## config.mk

```make
export PLATFORM = sky130hd
export DESIGN_NAME = json_string_unescape_utf8_top
export DESIGN_NICKNAME = d
export VERILOG_FILES = /design/src/hw/rtl/jsu_pkg.sv /design/src/hw/rtl/jsu_decode.sv /design/src/hw/rtl/jsu_emit.sv /design/src/hw/rtl/json_string_unescape_utf8_top.sv
export SDC_FILE = /design/constraint.sdc
export NUM_CORES = 1
export LEC_CHECK = 0
export BUFFER_PORTS_ARGS = -buffer_cell sky130_fd_sc_hd__clkbuf_2
export CORE_MARGIN = 5
export CORE_UTILIZATION = 60
export DETAILED_ROUTE_END_ITERATION = 10
export GPL_ROUTABILITY_DRIVEN = 0
export HOLD_SLACK_MARGIN = 0.03
export PLACE_DENSITY_LB_ADDON = 0.2
export SYNTH_ARGS = -nofsm -noshare
export SYNTH_HDL_FRONTEND = slang
export SYNTH_SLANG_ARGS = --single-unit
```

## constraint.sdc

```tcl
create_clock -name clk -period 5.7 [get_ports clk]
set_input_delay 1.425 -clock clk [delete_from_list [all_inputs] [get_ports clk]]
set_output_delay 1.425 -clock clk [all_outputs]
set_load 0.02 [all_outputs]
```

## src/hw/rtl/jsu_pkg.sv

```systemverilog
// ----------------------------------------------------------------------------
// jsu_pkg
// types, codes and helper functions shared by the json string unescaper
// ----------------------------------------------------------------------------
package jsu_pkg;

    // decoder mode
    typedef enum logic [2:0] {
        MODE_PLAIN  = 3'd0,
        MODE_ESC    = 3'd1,
        MODE_HEX_X  = 3'd2,
        MODE_HEX_U1 = 3'd3,
        MODE_SUR_BS = 3'd4,
        MODE_SUR_U  = 3'd5,
        MODE_HEX_U2 = 3'd6
    } mode_t;

    // result kinds
    localparam logic [2:0] KIND_DATA   = 3'd0;
    localparam logic [2:0] KIND_CLOSED = 3'd1;
    localparam logic [2:0] KIND_BADSTR = 3'd2;
    localparam logic [2:0] KIND_BADHEX = 3'd3;
    localparam logic [2:0] KIND_BADUNI = 3'd4;

    // character codes
    localparam logic [7:0] CH_NUL   = 8'h00;
    localparam logic [7:0] CH_LF    = 8'h0A;
    localparam logic [7:0] CH_QUOTE = 8'h22;
    localparam logic [7:0] CH_BSL   = 8'h5C;
    localparam logic [7:0] CH_X     = 8'h78;
    localparam logic [7:0] CH_U     = 8'h75;

    localparam logic [15:0] SUR_HI_MIN = 16'hD800;
    localparam logic [15:0] SUR_HI_MAX = 16'hDBFF;
    localparam logic [20:0] SUP_BASE   = 21'h10000;

    // up to four results caused by one request
    typedef struct packed {
        logic [3:0][7:0] bytes;
        logic [2:0]      kind;
        logic [2:0]      count;
    } group_t;

    // hex digit value, bit 4 set when the byte is a hex digit
    function automatic logic [4:0] digit_value(input logic [7:0] c);
        logic [4:0] r;
        r = 5'd0;
        if (c >= 8'h30 && c <= 8'h39)
            r = {1'b1, c[3:0]};
        else if ((c >= 8'h61 && c <= 8'h66) || (c >= 8'h41 && c <= 8'h46))
            r = {1'b1, c[3:0] + 4'd9};
        return r;
    endfunction

    function automatic logic [7:0] escape_map(input logic [7:0] c);
        logic [7:0] r;
        case (c)
            8'h62:   r = 8'h08;
            8'h66:   r = 8'h0C;
            8'h6E:   r = 8'h0A;
            8'h74:   r = 8'h09;
            8'h72:   r = 8'h0D;
            default: r = c;
        endcase
        return r;
    endfunction

    function automatic group_t single(input logic [7:0] b, input logic [2:0] k);
        group_t g;
        g.bytes    = '0;
        g.bytes[0] = b;
        g.kind     = k;
        g.count    = 3'd1;
        return g;
    endfunction

    // code point to utf-8 bytes
    function automatic group_t encode_cp(input logic [20:0] cp);
        group_t g;
        g.bytes = '0;
        g.kind  = KIND_DATA;
        if (cp <= 21'h7F) begin
            g.bytes[0] = cp[7:0];
            g.count    = 3'd1;
        end
        else if (cp <= 21'h7FF) begin
            g.bytes[0] = {3'b110, cp[10:6]};
            g.bytes[1] = {2'b10, cp[5:0]};
            g.count    = 3'd2;
        end
        else if (cp <= 21'hFFFF) begin
            g.bytes[0] = {4'b1110, cp[15:12]};
            g.bytes[1] = {2'b10, cp[11:6]};
            g.bytes[2] = {2'b10, cp[5:0]};
            g.count    = 3'd3;
        end
        else begin
            g.bytes[0] = {5'b11110, cp[20:18]};
            g.bytes[1] = {2'b10, cp[17:12]};
            g.bytes[2] = {2'b10, cp[11:6]};
            g.bytes[3] = {2'b10, cp[5:0]};
            g.count    = 3'd4;
        end
        return g;
    endfunction

endpackage

```

## src/hw/rtl/jsu_decode.sv

```systemverilog
// ----------------------------------------------------------------------------
// jsu_decode
// escape state machine: turns one request byte into a group of results
// ----------------------------------------------------------------------------
module jsu_decode
(
    input  logic             clk,
    input  logic             rst_n,
    input  logic             en,
    input  logic [7:0]       in_byte,
    output jsu_pkg::group_t  group
);

    jsu_pkg::mode_t mode_reg, mode_next;
    logic [1:0]     digit_count_reg, digit_count_next;
    logic [15:0]    hex_accum_reg, hex_accum_next;
    logic [9:0]     high_half_reg, high_half_next;

    logic [4:0]     dv;
    logic [15:0]    acc_shift;
    logic [20:0]    pair_cp;
    logic           is_hi_sur;

    assign dv        = jsu_pkg::digit_value(in_byte);
    assign acc_shift = {hex_accum_reg[11:0], dv[3:0]};
    assign pair_cp   = jsu_pkg::SUP_BASE + {1'b0, high_half_reg, 10'd0}
                     + {11'd0, acc_shift[9:0]};
    assign is_hi_sur = acc_shift >= jsu_pkg::SUR_HI_MIN && acc_shift <= jsu_pkg::SUR_HI_MAX;

    // next mode
    always_comb
    begin
        mode_next = mode_reg;
        case (mode_reg)
            jsu_pkg::MODE_PLAIN:
            begin
                if (in_byte == jsu_pkg::CH_BSL)
                    mode_next = jsu_pkg::MODE_ESC;
            end
            jsu_pkg::MODE_ESC:
            begin
                if (in_byte == jsu_pkg::CH_X)
                    mode_next = jsu_pkg::MODE_HEX_X;
                else if (in_byte == jsu_pkg::CH_U)
                    mode_next = jsu_pkg::MODE_HEX_U1;
                else
                    mode_next = jsu_pkg::MODE_PLAIN;
            end
            jsu_pkg::MODE_HEX_X:
            begin
                if (!dv[4] || digit_count_reg == 2'd1)
                    mode_next = jsu_pkg::MODE_PLAIN;
            end
            jsu_pkg::MODE_HEX_U1:
            begin
                if (!dv[4])
                    mode_next = jsu_pkg::MODE_PLAIN;
                else if (digit_count_reg == 2'd3)
                    mode_next = is_hi_sur ? jsu_pkg::MODE_SUR_BS : jsu_pkg::MODE_PLAIN;
            end
            jsu_pkg::MODE_HEX_U2:
            begin
                if (!dv[4] || digit_count_reg == 2'd3)
                    mode_next = jsu_pkg::MODE_PLAIN;
            end
            jsu_pkg::MODE_SUR_BS:
            begin
                mode_next = (in_byte == jsu_pkg::CH_BSL) ? jsu_pkg::MODE_SUR_U
                                                          : jsu_pkg::MODE_PLAIN;
            end
            jsu_pkg::MODE_SUR_U:
            begin
                mode_next = (in_byte == jsu_pkg::CH_U) ? jsu_pkg::MODE_HEX_U2
                                                        : jsu_pkg::MODE_PLAIN;
            end
            default:
            begin
                mode_next = jsu_pkg::MODE_PLAIN;
            end
        endcase
    end

    // results and data registers
    always_comb
    begin
        group            = '0;
        digit_count_next = digit_count_reg;
        hex_accum_next   = hex_accum_reg;
        high_half_next   = high_half_reg;
        case (mode_reg)
            jsu_pkg::MODE_PLAIN:
            begin
                if (in_byte == jsu_pkg::CH_NUL || in_byte == jsu_pkg::CH_LF)
                    group = jsu_pkg::single(8'd0, jsu_pkg::KIND_BADSTR);
                else if (in_byte == jsu_pkg::CH_QUOTE)
                    group = jsu_pkg::single(8'd0, jsu_pkg::KIND_CLOSED);
                else if (in_byte != jsu_pkg::CH_BSL)
                    group = jsu_pkg::single(in_byte, jsu_pkg::KIND_DATA);
            end
            jsu_pkg::MODE_ESC:
            begin
                digit_count_next = 2'd0;
                hex_accum_next   = 16'd0;
                if (in_byte != jsu_pkg::CH_X && in_byte != jsu_pkg::CH_U)
                    group = jsu_pkg::single(jsu_pkg::escape_map(in_byte),
                                            jsu_pkg::KIND_DATA);
            end
            jsu_pkg::MODE_HEX_X:
            begin
                if (!dv[4])
                    group = jsu_pkg::single(8'd0, jsu_pkg::KIND_BADHEX);
                else
                begin
                    hex_accum_next   = acc_shift;
                    digit_count_next = digit_count_reg + 2'd1;
                    if (digit_count_reg == 2'd1)
                        group = jsu_pkg::single(acc_shift[7:0], jsu_pkg::KIND_DATA);
                end
            end
            jsu_pkg::MODE_HEX_U1,
            jsu_pkg::MODE_HEX_U2:
            begin
                if (!dv[4])
                    group = jsu_pkg::single(8'd0, jsu_pkg::KIND_BADUNI);
                else
                begin
                    hex_accum_next   = acc_shift;
                    digit_count_next = digit_count_reg + 2'd1;
                    if (digit_count_reg == 2'd3)
                    begin
                        if (mode_reg == jsu_pkg::MODE_HEX_U2)
                            group = jsu_pkg::encode_cp(pair_cp);
                        else if (is_hi_sur)
                            high_half_next = acc_shift[9:0];
                        else
                            group = jsu_pkg::encode_cp({5'd0, acc_shift});
                    end
                end
            end
            jsu_pkg::MODE_SUR_BS:
            begin
                if (in_byte != jsu_pkg::CH_BSL)
                    group = jsu_pkg::single(8'd0, jsu_pkg::KIND_BADUNI);
            end
            jsu_pkg::MODE_SUR_U:
            begin
                if (in_byte == jsu_pkg::CH_U)
                begin
                    digit_count_next = 2'd0;
                    hex_accum_next   = 16'd0;
                end
                else
                    group = jsu_pkg::single(8'd0, jsu_pkg::KIND_BADUNI);
            end
            default:
            begin
                group = '0;
            end
        endcase
    end

    always_ff @(posedge clk or negedge rst_n)
    begin
        if (!rst_n)
        begin
            mode_reg        <= jsu_pkg::MODE_PLAIN;
            digit_count_reg <= 2'd0;
            hex_accum_reg   <= 16'd0;
            high_half_reg   <= 10'd0;
        end
        else if (en)
        begin
            mode_reg        <= mode_next;
            digit_count_reg <= digit_count_next;
            hex_accum_reg   <= hex_accum_next;
            high_half_reg   <= high_half_next;
        end
    end

endmodule

```

## src/hw/rtl/jsu_emit.sv

```systemverilog
// ----------------------------------------------------------------------------
// jsu_emit
// result register: holds one group and hands out its results in order
// ----------------------------------------------------------------------------
module jsu_emit
(
    input  logic             clk,
    input  logic             rst_n,
    input  logic             load,
    input  jsu_pkg::group_t  group,
    output logic             free,
    output logic             out_valid,
    input  logic             out_ready,
    output logic [7:0]       out_byte,
    output logic [2:0]       kind,
    output logic             last
);

    jsu_pkg::group_t group_reg;
    logic            busy_reg, busy_next;
    logic [1:0]      idx_reg, idx_next;
    logic            take;

    assign out_valid = busy_reg;
    assign out_byte  = group_reg.bytes[idx_reg];
    assign kind      = group_reg.kind;
    assign last      = ({1'b0, idx_reg} + 3'd1) == group_reg.count;
    assign take      = busy_reg && out_ready;
    // group register can take a new group once the final result leaves
    assign free      = !busy_reg || (take && last);

    always_comb
    begin
        busy_next = busy_reg;
        idx_next  = idx_reg;
        if (take)
            idx_next = idx_reg + 2'd1;
        if (free)
        begin
            busy_next = load;
            idx_next  = 2'd0;
        end
    end

    always_ff @(posedge clk or negedge rst_n)
    begin
        if (!rst_n)
        begin
            busy_reg <= 1'b0;
            idx_reg  <= 2'd0;
        end
        else
        begin
            busy_reg <= busy_next;
            idx_reg  <= idx_next;
        end
    end

    always_ff @(posedge clk)
    begin
        if (free && load)
            group_reg <= group;
    end

endmodule

```

## src/hw/rtl/json_string_unescape_utf8_top.sv

```systemverilog
// ----------------------------------------------------------------------------
// json_string_unescape_utf8_top
// json string body decoder: unescapes bytes and writes code points as utf-8
// ----------------------------------------------------------------------------
//
//  channel | signals                         | direction | meaning
//  --------+---------------------------------+-----------+-----------------------------
//  in      | in_valid in_ready in_byte       | in        | one raw string body byte
//  out     | out_valid out_ready out_byte    | out       | one result, kind gives type,
//          | kind last                       |           | last marks end of a request
//
//  each request is decoded in the cycle it is accepted and its results (zero to
//  four) land in the result register; while out_ready is high one result leaves
//  per cycle; a request giving several results holds the result register until
//  they drain; quiet bytes and single results run at one per cycle when not stalled
//  in_ready is high while the result register is empty or its final result is
//  being taken, so output stalls hold the input back
//  rst_n clears the decoder mode, digit state and result register valid
//
module json_string_unescape_utf8_top
(
    input  logic       clk,
    input  logic       rst_n,
    input  logic       in_valid,
    output logic       in_ready,
    input  logic [7:0] in_byte,
    output logic       out_valid,
    input  logic       out_ready,
    output logic [7:0] out_byte,
    output logic [2:0] kind,
    output logic       last
);

    jsu_pkg::group_t group;
    logic            accept;
    logic            free;

    // a request is taken whenever the result register has room for its group
    assign in_ready = free;
    assign accept   = in_valid && free;

    // escape state machine, advances only on an accepted request
    jsu_decode u_decode
    (
        .clk     (clk),
        .rst_n   (rst_n),
        .en      (accept),
        .in_byte (in_byte),
        .group   (group)
    );

    // quiet bytes give an empty group and load nothing
    jsu_emit u_emit
    (
        .clk       (clk),
        .rst_n     (rst_n),
        .load      (accept && (group.count != 3'd0)),
        .group     (group),
        .free      (free),
        .out_valid (out_valid),
        .out_ready (out_ready),
        .out_byte  (out_byte),
        .kind      (kind),
        .last      (last)
    );

endmodule
```

==> out/qor.yml, run 1 <==
fin_skew_ns: 0.00796
io_pins: 26
outcome: "complete, no violations"
ys_types: 82
comb_power_share_pct: 28.3
synth-main-ff-cell: "edfxtp_1"
hold_depth: 2
p_seq_share_pct: 42.2
r2r-end: "u_emit.group_reg[19]$_DFFE_PP_"
cp_max_fo: 31
grt_first_pass_wirelength_um: 19200
avgSynthCellArea_um2: 9.11
ys_async_sr_fraction_pct: 46.9
worstHoldStart: "u_decode.digit_count_reg[1]$_DFFE_PN0P_"
vias: 3992
synth_top_area_share_pct: 22.6
cts_tree: "yes"
reg2reg_slack_ns: 2.32
yosysWarningCount: 0
clkSinkCount: 64
synth_edf_count: 34
worst_slew_pin_slew_ns: 0.870
clockBufferDepth: 2
period_share_pct: 85.3
cap_violations: 0
clockPowerShare_pct: 29.5
syn-num-nets: 517
min_to: "u_decode.digit_count_reg[1]$_DFFE_PN0P_"
grt_pass1_vias: 3638
path_class: "in -> reg"
reg2regPathDepth: 10
antenna_cells: 0
die_h_um: 96.8
post-route-drc-count: 0
multi_input_area_um2: 2530
syn-instance-count: 496
antenna_found_initial: 0
cts_hold_buf: 0
placed_area_um2: 4670
cts_made_buffers: 9
sw_frac_of_total_pct: 34.1
grt_setup_unrepaired: "false"
area_growth_pct: 8.25
fill_cells: 598
final_core_util_pct: 67.1
reg2reg_from: "u_decode.high_half_reg[6]$_DFFE_PN0P_"
regArea_um2: 1770
fmax_mhz: 206
cts_resized: 0
dr.pass1.iters: 6
setup-violations-final: 0
initial_utilization_pct: 62.0
cp.arrival_ns: 4.87
final_area_um2: 4890
crit_required_ns: 5.71
cts_setup_buffers: 0
slew_headroom_pct: 42.0
num_rows: 31
period_needed_ns: 4.86
insertion_delay_ns: 0.35
power_density_nw_per_um2: 305
drive_above_1_share_pct: 17.5
wl_per_cell_um: 19.4
ir_worst_vdd_v: 0.000179
port_buffers: 25
ant_nets: 0
core_um2: 7290
p_int_w: 0.000984
yosysSeqAreaShare_pct: 39.2
largest_reg_flops: 31
finalHoldViolations: 0
fp.dieW_um: 96.8
wl_um: 11800
grt-ovfl-total: 0
grt_start_max_net_pins: 32
power.switching_w: 0.000509
synth_seq_cells: 64
dieArea_um2: 9370
final_nets: 525
holdCritPathClass: "reg -> reg"
dp_hpwl_um: 8660
p_leak_nw: 1.91
clkSlewWorstSetupHoldPaths_ns: 0.07
end_kind: "flip-flop"
drv_slew: 0
drt_iter0_drc: 551
yosys.area.top_type: "edfxtp_1"
cts_root_buf: "clkbuf_8"
htree_levels: 3
start_kind: "input pin"
fin_tns_setup_ns: 0
syn-cell-area_um2: 4520
track_usage_pct: 25.5
viasPerCell: 6.57
synthTopCellsByArea: "edfxtp_1 23%, dfrtp_1 17%, nand2_1 5.7%, o21ai_0 4.2%, mux4_2 3.5%"
final cells by class:
type | count | share of cell area, %
tap | 99 | 2.53
multi-input combinational | 380 | 51.8
clock inverter | 7 | 2.10
clock buffer | 9 | 2.53
sequential | 64 | 36.2
inverter | 18 | 1.38
timing repair buffer | 31 | 3.48
power by group through the flow:
| stage | clock network (W) | registers [W] | logic (W) |
|---|---|---|---|
| 2_1_floorplan | 0 | 0.000596 | 0.000331 |
| 3_3_place_gp | 0 | 0.000637 | 0.000414 |
| 3_5_place_dp | 0 | 0.000642 | 0.000419 |
| 4_1_cts | 0.000446 | 0.000632 | 0.000420 |
| 5_1_grt | 0.000470 | 0.000642 | 0.000458 |
| 6_report | 0.000441 | 0.000630 | 0.000422 |
placed cells by master (no fill, tap or decap), types with 7 or more instances in the layout:
cell type  instances
a211oi_1           8
a21oi_1           23
a22oi_1            9
and2_1             7
clkbuf_2          25
clkbuf_8           9
dfrtp_1           30
edfxtp_1          34
ha_1               9
inv_1             16
mux2_2            10
mux4_2             7
nand2_1           69
nand2b_1           7
nand3_1           10
nor2_1            42
nor3_1            12
o21ai_0           38
o22ai_1            7
worst max-delay path, stage by stage:
cell	delay (ns)
clkbuf_2	0.18
inv_1	0.21
ha_1	0.30
o21bai_1	0.10
a21oi_1	0.63
a22o_2	0.35
nand3_2	0.15
o2bb2ai_2	0.50
a211oi_1	0.15
o21a_1	0.27
a21oi_4	0.21
buf_4	0.38
metrics by stage:
stage,std cells,hold WS [ns],setup WS [ns],total power [W]
6_report,608,0.514,0.836,0.00149
5_1_grt,608,0.589,0.586,0.00157
4_1_cts,608,0.519,0.897,0.00150
3_5_place_dp,592,0.503,0.537,0.00106
3_3_place_gp,592,0.488,0.783,0.00105
2_1_floorplan,496,0.475,0.586,0.000927
per-layer routing:
layer | track usage, % | vias to the layer above | wire [um]
met3 | 6.12 | 34 | 1260
met2 | 38.6 | 244 | 5320
met4 | 9.40 | 0 | 318
met1 | 35.5 | 1865 | 4870
li1 | - | 1849 | -
met5 | 0 | - | 0
cell usage after synthesis, drive strengths merged (7+ instances only):
cell and number:
and2 7, mux2 12, nor2 43, a22oi 9, mux4 7, o21ai 43
dfrtp 30, a21oi 25, nand2b 7, a211oi 8, edfxtp 34, nand2 69
inv 18, nor3 13, buf 14, clkbuf 20, ha 9, nand3 11
o22ai 7
worst max path at each step:
| stage | start | to | slack, ns | depth (start not counted) |
|---|---|---|---|---|
| after floorplan | in_byte[0] | u_emit.group_reg[0]$_DFFE_PP_ | 0.59 | 13 |
| after global placement | in_byte[0] | u_emit.group_reg[14]$_DFFE_PP_ | 0.78 | 12 |
| after detailed placement | in_byte[0] | u_emit.group_reg[30]$_DFFE_PP_ | 0.54 | 12 |
| after CTS | in_byte[0] | u_emit.group_reg[33]$_DFFE_PP_ | 0.90 | 12 |
| after global routing | in_byte[0] | u_emit.group_reg[19]$_DFFE_PP_ | 0.59 | 12 |
| final | in_byte[0] | u_emit.group_reg[19]$_DFFE_PP_ | 0.84 | 12 |
logic make-up (layout without fill, tap and decap cells):
family	Yosys count	in the layout	share of synthesized area (%)
adder cells (fa/ha/maj)	9	9	2.49
AND/OR/NAND/NOR	194	194	22.1
multiplexers	25	25	8.25
flip-flops	64	64	39.2
XOR/XNOR	7	7	1.36
AO/OA/AOI/OAI	145	145	21.6
buffers and inverters	52	65	5.01
Note: power is estimated with default switching activity, not from simulation.
==> run 2: changes to the inputs <==
--- a/config.mk
+++ b/config.mk
@@ -6,8 +6,11 @@
 export NUM_CORES = 1
 export LEC_CHECK = 0
 export BUFFER_PORTS_ARGS = -buffer_cell sky130_fd_sc_hd__clkbuf_2
+export CELL_PAD_IN_SITES_DETAIL_PLACEMENT = 0
+export CELL_PAD_IN_SITES_GLOBAL_PLACEMENT = 2
+export CORE_ASPECT_RATIO = 1.25
 export CORE_MARGIN = 5
-export CORE_UTILIZATION = 60
+export CORE_UTILIZATION = 39
 export DETAILED_ROUTE_END_ITERATION = 10
 export GPL_ROUTABILITY_DRIVEN = 0
 export HOLD_SLACK_MARGIN = 0.03
==> out/qor.yml, run 2 (same netlist as run 1, synthesis figures left out) <==
die_h_um: 130  # was 96.8 um
clkSinkCount: 64  # unchanged
cp_max_fo: 34  # was 31
cts_root_buf: "clkbuf_16"  # was clkbuf_8
antenna_cells: 0  # unchanged
htree_levels: 3  # unchanged
grt-ovfl-total: 0  # unchanged
area_growth_pct: 11.9  # was 8.25%
period_needed_ns: 4.89  # was 4.86 ns
start_kind: "input pin"  # unchanged
num_rows: 44  # was 31
cts_tree: "yes"  # unchanged
period_share_pct: 85.7  # was 85.3%
insertion_delay_ns: 0.34  # was 0.35 ns
post-route-drc-count: 0  # unchanged
grt_pass1_vias: 3640  # was 3638
core_um2: 11500  # was 7290 um^2
drt_iter0_drc: 277  # was 551
setup-violations-final: 0  # unchanged
cp.arrival_ns: 4.87  # about the same
wl_per_cell_um: 20.4  # was 19.4 um
cpLargestDelayFamily: "compound AO/OA/AOI/OAI gates"  # unchanged
crit_required_ns: 5.68  # was 5.71 ns
track_usage_pct: 20.0  # was 25.5%
cap_violations: 0  # unchanged
crit_chain: "clkbuf_2, inv_1, ha_1, o21bai_1, a21oi_1, a22o_2, nand3_2, o2bb2ai_2, a211oi_1, o21a_1, a21oi_4, buf_4"  # unchanged
grt_setup_unrepaired: "false"  # unchanged
final_common_cell: "nand2_1"  # unchanged
finalHoldViolations: 0  # unchanged
power_w: 0.00170  # was 0.00149 W
largest_reg_flops: 31  # unchanged
worst-path-buf-inv: 3  # unchanged
viasPerCell: 5.88  # was 6.57
cts_made_buffers: 9  # unchanged
wl_um: 13200  # was 11800 um
slowest_stage: "a21oi_1"  # unchanged
worst_slew_pin_slew_ns: 0.814  # was 0.870 ns
fp.dieW_um: 106  # was 96.8 um
fin_tns_setup_ns: 0  # unchanged
drive_above_1_share_pct: 17.3  # was 17.5%
initial_utilization_pct: 39.3  # was 62.0%
outcome: "complete, no violations"  # unchanged
dp_hpwl_um: 9890  # was 8660 um
io_pins: 26  # unchanged
end_kind: "flip-flop"  # unchanged
power_density_nw_per_um2: 335  # was 305 nW/um^2
cts_setup_buffers: 0  # unchanged
port_buffers: 25  # unchanged
cts_resized: 0  # unchanged
fin_skew_ns: 0.00866  # was 0.00796 ns
slew_headroom_pct: 45.8  # was 42.0%
dieArea_um2: 13900  # was 9370 um^2
cts_hold_buf: 0  # unchanged
vias: 3798  # was 3992
clockBufferDepth: 2  # unchanged
cpPeakStageDelay_ns: 0.60  # was 0.63 ns
antenna_found_initial: 0  # unchanged
fmax_mhz: 205  # was 206 MHz
worst_slack_ns: 0.813  # was 0.836 ns
grt_start_max_net_pins: 35  # was 32
p_leak_nw: 1.96  # was 1.91 nW
drv_slew: 0  # unchanged
path_class: "in -> reg"  # unchanged
final_nets: 524  # was 525
holdCritPathClass: "reg -> reg"  # unchanged
dr.pass1.iters: 6  # unchanged
grt_first_pass_wirelength_um: 21100  # was 19200 um
preCtsSetupSlack_ns: 0.550  # was 0.537 ns
clkSlewWorstSetupHoldPaths_ns: 0.05  # was 0.07 ns
ir_worst_vdd_v: 0.000144  # was 0.000179 V
final_cell_mix: "69 x nand2_1, 42 x nor2_1, 38 x o21ai_0"  # unchanged
ant_nets: 0  # unchanged
run 2: changes by cell type in the layout (fill, tap and decap cells not counted), sizes merged:
cell	previous run	this run
clkinvlp	1	0
bufinv	2	3
buf	6	5
run 2: worst reg2reg max path: stages (launching register included):
cell,delay [ns]
dfrtp_1,0.72
ha_1,0.37
xnor2_1,0.17
nand3_1,0.14
o21ai_0,0.50
nand2_1,0.32
or3_1,0.67
mux2_4,0.39
run 2: layout make-up:
cell class	count	area [um^2]
Fill cell	1126	6450
Multi-Input combinational cell	380	2530
Sequential cell	64	1770
Clock buffer	9	225
Tap cell	138	173
Timing Repair Buffer	30	163
Clock inverter	7	125
Inverter	18	67.6
run 2: worst paths after layout:
kind,endpoint,slack [ns],depth (start not counted),from
max in group asynchronous,u_decode.hex_accum_reg[9]$_DFFE_PN0P_,4.01,1,rst_n
min in group asynchronous,u_decode.mode_reg[2]$_DFFE_PN0P_,1.17,1,rst_n
worst max register to register,u_decode.high_half_reg[6]$_DFFE_PN0P_,2.31,7,u_emit.idx_reg[0]$_DFFE_PN0P_
worst min-delay path,u_decode.digit_count_reg[1]$_DFFE_PN0P_,0.55,2,u_decode.digit_count_reg[1]$_DFFE_PN0P_
worst max-delay path,u_emit.group_reg[10]$_DFFE_PP_,0.81,12,in_byte[0]
worst min register to register,u_decode.digit_count_reg[1]$_DFFE_PN0P_,0.55,2,u_decode.digit_count_reg[1]$_DFFE_PN0P_
run 2: metal layers:
metal	wire, um	global-route usage (%)	vias to the layer above
li1	-	-	1851
met1	6100	27.3	1800
met2	6360	33.4	122
met3	496	2.21	25
met4	254	6.71	0
met5	0	0	-
run 2: per-stage QoR:
stage | hold WS (ns) | utilization (%) | cell area, um^2 | instances
global route | 0.564 | 44.0 | 5060 | 646
floorplan | 0.475 | - | 4520 | 496
CTS | 0.547 | 44.0 | 5060 | 646
finish | 0.552 | 44.0 | 5060 | 646
global placement | 0.489 | 40.9 | 4710 | 630
detailed placement | 0.532 | 40.9 | 4710 | 630
run 2: where the power goes:
| group | total [W] | switching [W] | internal [W] | leakage (nW) |
|---|---|---|---|---|
| clock network | 0.000649 | 0.000217 | 0.000432 | 0.171 |
| logic | 0.000416 | 0.000250 | 0.000166 | 1.07 |
| registers | 0.000631 | 0.0000686 | 0.000563 | 0.725 |
| total | 0.00170 | 0.000535 | 0.00116 | 1.96 |
